File: src/rtl/sarr_pkg.sv
// package: types, constants and hash helpers for the rrip replacement core
package sarr_pkg;

  localparam int NUM_SETS      = 2048;
  localparam int NUM_WAYS      = 16;
  localparam int REUSE_ENTRIES = 2048;
  localparam int LEADER_COUNT  = 32;

  localparam int SET_W  = $clog2(NUM_SETS);
  localparam int WAY_W  = $clog2(NUM_WAYS);
  localparam int SIG_W  = $clog2(REUSE_ENTRIES);
  localparam int ROW_RV_W = 2 * NUM_WAYS;
  localparam int ROW_H_W  = 6 * NUM_WAYS;
  // per-set row: last address, stride count, streaming flag
  localparam int SROW_W = 64 + 8 + 1;
  localparam int CLR_W  = (SET_W > SIG_W) ? SET_W : SIG_W;
  localparam int CLR_MAX = (NUM_SETS > REUSE_ENTRIES) ? NUM_SETS : REUSE_ENTRIES;

  localparam logic [9:0] SEL_RESET = 10'd512;
  localparam logic [9:0] SEL_MAX   = 10'd1023;
  localparam logic [6:0] THR_RESET = 7'd8;
  localparam logic [3:0] AMM_RESET = 4'd2;

  localparam logic CFG_STREAM_THRESHOLD = 1'b0;
  localparam logic CFG_ADDR_MATCH_MIN   = 1'b1;

  localparam logic OP_VICTIM = 1'b0;
  localparam logic OP_UPDATE = 1'b1;

  typedef struct packed {
    logic        op;
    logic [10:0] set_index;
    logic [3:0]  way_index;
    logic [63:0] pc;
    logic [63:0] paddr;
    logic        hit;
    logic [15:0] valid_mask;
    logic [4:0]  random_bits;
  } in_item_t;

  typedef struct packed {
    logic [3:0] victim_way;
    logic [1:0] insert_value;
    logic       set_streaming;
    logic [9:0] selector_value;
  } out_item_t;

  typedef enum logic [2:0] {
    ST_CLEAR, ST_IDLE, ST_READ, ST_EXEC, ST_OUT
  } ctl_state_t;

  typedef struct packed {
    logic clear_en;
    logic load;
    logic exec;
    logic out_valid;
  } dp_cmd_t;

  typedef struct packed {
    logic clear_done;
  } dp_sts_t;

  function automatic logic [SIG_W-1:0] pc_sig(input logic [63:0] pc);
    logic [63:0] x;
    x = (pc >> 2) ^ (pc >> 5) ^ (pc >> 12);
    return x[SIG_W-1:0];
  endfunction

  function automatic logic [5:0] line_hash(input logic [63:0] a);
    logic [63:0] x;
    x = (a >> 6) ^ (a >> 13) ^ (a >> 21);
    return x[5:0];
  endfunction

  function automatic logic leader_a(input logic [SET_W-1:0] s);
    logic r;
    r = 1'b0;
    for (int i = 0; i < LEADER_COUNT; i++) begin
      if (SET_W'((i * 13) % NUM_SETS) == s) r = 1'b1;
    end
    return r;
  endfunction

  function automatic logic leader_b(input logic [SET_W-1:0] s);
    logic r;
    r = 1'b0;
    for (int i = 0; i < LEADER_COUNT; i++) begin
      if (SET_W'((i * 31 + 37) % NUM_SETS) == s) r = 1'b1;
    end
    return r;
  endfunction

endpackage

File: src/rtl/sarr_ctrl.sv
// controller: clearing pass, read, execute and output sequencing
module sarr_ctrl (
  input  logic              clk,
  input  logic              rst_n,
  input  logic              in_valid,
  output logic              in_stall,
  input  logic              out_stall,
  output sarr_pkg::dp_cmd_t cmd,
  input  sarr_pkg::dp_sts_t sts
);
  import sarr_pkg::*;

  ctl_state_t state_r, state_nxt;

  always_ff @(posedge clk) begin
    if (!rst_n) state_r <= ST_CLEAR;
    else state_r <= state_nxt;
  end

  always_comb begin
    state_nxt = state_r;
    cmd = '0;
    in_stall = 1'b1;
    case (state_r)
      ST_CLEAR: begin
        cmd.clear_en = 1'b1;
        if (sts.clear_done) state_nxt = ST_IDLE;
      end
      ST_IDLE: begin
        in_stall = 1'b0;
        if (in_valid) begin
          cmd.load = 1'b1;
          state_nxt = ST_READ;
        end
      end
      ST_READ: state_nxt = ST_EXEC;
      ST_EXEC: begin
        cmd.exec = 1'b1;
        state_nxt = ST_OUT;
      end
      ST_OUT: begin
        cmd.out_valid = 1'b1;
        if (!out_stall) state_nxt = ST_IDLE;
      end
      default: state_nxt = ST_CLEAR;
    endcase
  end

`ifndef SYNTHESIS
  a_exec_after_read: assert property (@(posedge clk) disable iff (!rst_n)
    state_r == ST_READ |=> state_r == ST_EXEC) else $error("read not followed by exec");
  a_no_accept_busy: assert property (@(posedge clk) disable iff (!rst_n)
    state_r != ST_IDLE |-> in_stall) else $error("accept while busy");
  a_out_after_exec: assert property (@(posedge clk) disable iff (!rst_n)
    cmd.exec |=> cmd.out_valid) else $error("exec without output");
`endif
endmodule

File: config.mk
export PLATFORM = sky130hd
export DESIGN_NAME = sarr_ctrl
export DESIGN_NICKNAME = d
export VERILOG_FILES = /design/src/rtl/sarr_pkg.sv /design/src/rtl/sarr_ctrl.sv
export SDC_FILE = /design/constraint.sdc
export NUM_CORES = 1
export LEC_CHECK = 0
export ABC_AREA = 1
export BUFFER_PORTS_ARGS = -buffer_cell sky130_fd_sc_hd__buf_2
export CAP_MARGIN = 10
export CELL_PAD_IN_SITES_DETAIL_PLACEMENT = 1
export CELL_PAD_IN_SITES_GLOBAL_PLACEMENT = 1
export CORE_AREA = 8 8 45 47
export CTS_BUF_LIST = sky130_fd_sc_hd__clkbuf_4 sky130_fd_sc_hd__clkbuf_8 sky130_fd_sc_hd__clkbuf_16
export DETAILED_ROUTE_END_ITERATION = 10
export DIE_AREA = 0 0 53 55
export PLACE_DENSITY_LB_ADDON = 0.1
export SKIP_CTS_REPAIR_TIMING = 1
export SYNTH_ARGS = -nofsm -noshare
export SYNTH_HDL_FRONTEND = slang
export SYNTH_SLANG_ARGS = --single-unit
export TNS_END_PERCENT = 1
File: constraint.sdc
create_clock -name clk -period 1.1 [get_ports clk]
set_input_delay 0.22 -clock clk [delete_from_list [all_inputs] [get_ports clk]]
set_output_delay 0.22 -clock clk [all_outputs]
set_load 0.02 [all_outputs]
==> Implementation_results.wiki <==
{| class="wikitable"
! Metric !! Value
|-
| Effective utilization at floorplan || 14.6%
|-
| Post-synthesis sequential area ratio || ~30%
|-
| Detail-routed net length per standard cell || 9.37 um
|-
| Clock tree from TritonCTS || built
|-
| IO buf count || 9
|-
| Maximum number of pins on one net before global-route repair || 6
|-
| Largest Register || state_r
|-
| Clock Path Buffers || 2
|-
| Post-route ant nets || 0
|-
| Capturing element type of the critical path || primary output
|-
| Final sum of negative setup slack || -0.317 ns
|-
| Die outline width || 53 um
|-
| Category of cells accounting for the largest share of critical-path delay || flip-flops
|-
| Die span in y || 55 um
|-
| Detailed placement HPWL || 514 um
|-
| Violated checks || setup timing
|-
| Reg2reg start || state_r[2]
|-
| Vias || 253
|-
| Maximum single-stage delay on the critical path || 0.35 ns
|-
| Post-route design area || 415 um^2
|-
| Total clock sinks || 3
|-
| Part of the cycle the worst path needs || 109%
|-
| Worst hold-check path type || in -> reg
|-
| DRC violation count after routing || 0
|-
| Hold Violations, Final || 0
|-
| Clock-pin slew on the worst setup and hold paths || roughly 0.040 ns
|-
| Syn Inst Count || 31
|-
| Number of H-tree levels || 1
|-
| Leakage power || 0.200 nW
|-
| Type of the worst setup path || reg -> out
|-
| Power density normalized to cell area || between 1000 and 1500 nW/um^2
|-
| Cells traversed along the worst timing path || nor2_4 -> inv_2 -> nor2_1 -> buf_4
|-
| Critical Path Fanout Max || 4
|-
| Number of global-route vias before repair || 291
|-
| Count of different cell masters after synthesis || 12
|-
| Clk_lat worst skew || 0.23 ns
|-
| Worst Clk Skew || about 0.0032 ns
|-
| Req. time, crit path || just under 0.9 ns
|-
| IR drop worst, VDD || 0.740 mV
|-
| Largest registers || state_r x3
|-
| Cell area reported after detailed placement || 294 um^2
|-
| Top achievable clock speed || between 0.8 and 0.9 GHz
|-
| Endpoint of the worst hold path || state_r[0]
|-
| Shortest period the worst path allows || 1.19 ns
|-
| Run status || finished, violations left
|-
| Inserted Clock Buffers || 3
|-
| Violation count after the first detailed-routing iteration || 0
|-
| Final Power || between 0.5 and 0.6 mW
|-
| Hold path depth || 3
|-
| Router iterations before antenna repair || 1
|-
| Synthesized area || 201 um^2
|-
| Crit path max-delay cell type || dfxtp_4
|-
| Initial antenna violation count || 0
|-
| Post-Syn Nets || 36
|-
| Floorplan row count || 14
|-
| Number of buffers and inverters on the critical path || 2
|-
| First-pass GRT wire length || 1.14 mm
|-
| Critical path launch point type || register
|-
| Final worst-path setup slack || -0.0937 ns
|-
| Number of nets in the final layout || between 50 and 60
|-
| Measured slew at the worst slew-check pin || about 0.12 ns
|-
| Number of cells on the worst reg-to-reg path || 7
|-
| Capture point of the worst reg-to-reg path || state_r[0]
|-
| Area growth syn-to-layout || 106%
|-
| Fraction of final layout cells sized beyond drive strength 1 || 70.6%
|-
| Hold_sp || rst_n
|-
| Routability congestion estimate || 0.642
|-
| Register bit count reported by yosys || 3
|-
| Max FFs per register || 3
|-
| Max Cap Violations || 0
|-
| Worst hold margin || around 0.23 ns
|-
| Final number of max-transition violations || 0
|-
| Root cell of the clock tree || clkbuf_4
|-
| Max-Slew Margin vs Limit || 92.2%
|-
| Global router's overall resource usage || 5.68%
|-
| Detailed-route vias per instance || 3.78
|-
| Routed WL || ~630 um
|-
| Placeable core region || between 1000 and 1500 um^2
|-
| I/O pin cnt || 10
|-
| Antenna diode count || 0
|-
| Overall die area || 2920 um^2
|-
| Setup violation total in the final timing report || 4
|-
| Count of synthesis-stage warnings from yosys || 0
|-
| Minimum setup slack among reg-to-reg paths || around 0.030 ns
|-
| Synthesized area per cell || between 6 and 7 um^2
|-
| RSZ-0062 raised after global routing || true
|-
| Arrival @ worst endpoint || 0.97 ns
|-
| GRT Residual Overflow || 0
|}
==> synthesized netlist by cell type, drive strengths merged <==
cell,count,area (um^2)
inv,7,26.3
nor2,6,30.0
nand3,5,35.0
nand2,5,18.8
nor3,1,10.0
clkinv,1,3.75
nand4,2,12.5
dfxtp,3,60.1
a21oi,1,5.00
==> cell type report <==
| cell class | instances | area, um^2 |
|---|---|---|
| inverters | 8 | 32.5 |
| fillers | 184 | 968 |
| flip-flops and latches | 3 | 68.8 |
| clock buffers | 4 | 30.0 |
| repair buffers | 16 | 125 |
| multi-input cells | 20 | 139 |
| well taps | 16 | 20.0 |
==> placed cells by master, fill, tap and decap left out, types with 3 or more instances in the layout <==
cell	count
nor2_2	3
clkbuf_4	4
buf_6	4
nand2_1	5
buf_2	4
inv_2	3
inv_1	3
buf_4	8
==> worst register-to-register path: stages, from the launching register on <==
cell and delay, ns:
dfxtp_2 0.36, inv_4 0.06, buf_4 0.13, buf_4 0.13
nand3_2 0.09, nand4_1 0.10, nand2_1 0.08, nor2_2 0.03
==> worst max path at each step <==
stage	from	endpoint	slack, ns	depth (start not counted)
floorplan	state_r[1]	cmd[0]	0.04	3
global route	state_r[1]	cmd[0]	-0.16	4
CTS	state_r[0]	cmd[1]	-0.20	3
global placement	state_r[0]	cmd[1]	0.07	3
finish	state_r[1]	cmd[0]	-0.09	4
detailed placement	state_r[0]	cmd[1]	0.06	3
==> cell families after synthesis <==
kind of cell / synth area share (%)
simple gates: 52.8
compound gates: 2.48
flops: 29.8
buf+inv: 14.9
==> power by group <==
group | total [mW] | switching [mW] | leakage (nW) | internal, mW
Clock | 0.216 | 0.0554 | 0.0184 | 0.160
Sequential | 0.140 | 0.0176 | 0.0264 | 0.122
Combinational | 0.203 | 0.103 | 0.155 | 0.100
Total | 0.558 | 0.176 | 0.200 | 0.383
==> per-layer routing <==
layer  global-route usage [%]  share of wire [%]
met1                     4.70                 41
met3                     4.55                 11
met2                     8.59                 48
met5                        0                  0
met4                     5.17                  0
==> stage by stage <==
stage / instances / utilization [%] / setup WS (ns)
2_1_floorplan: 31 / - / 0.0363
3_3_place_gp: 58 / 21.2 / 0.0746
3_5_place_dp: 58 / 21.2 / 0.0603
4_1_cts: 62 / 23.4 / -0.198
5_1_grt: 67 / 30.0 / -0.161
6_report: 67 / 30.0 / -0.0937
Note: power is estimated with default switching activity, not from simulation.
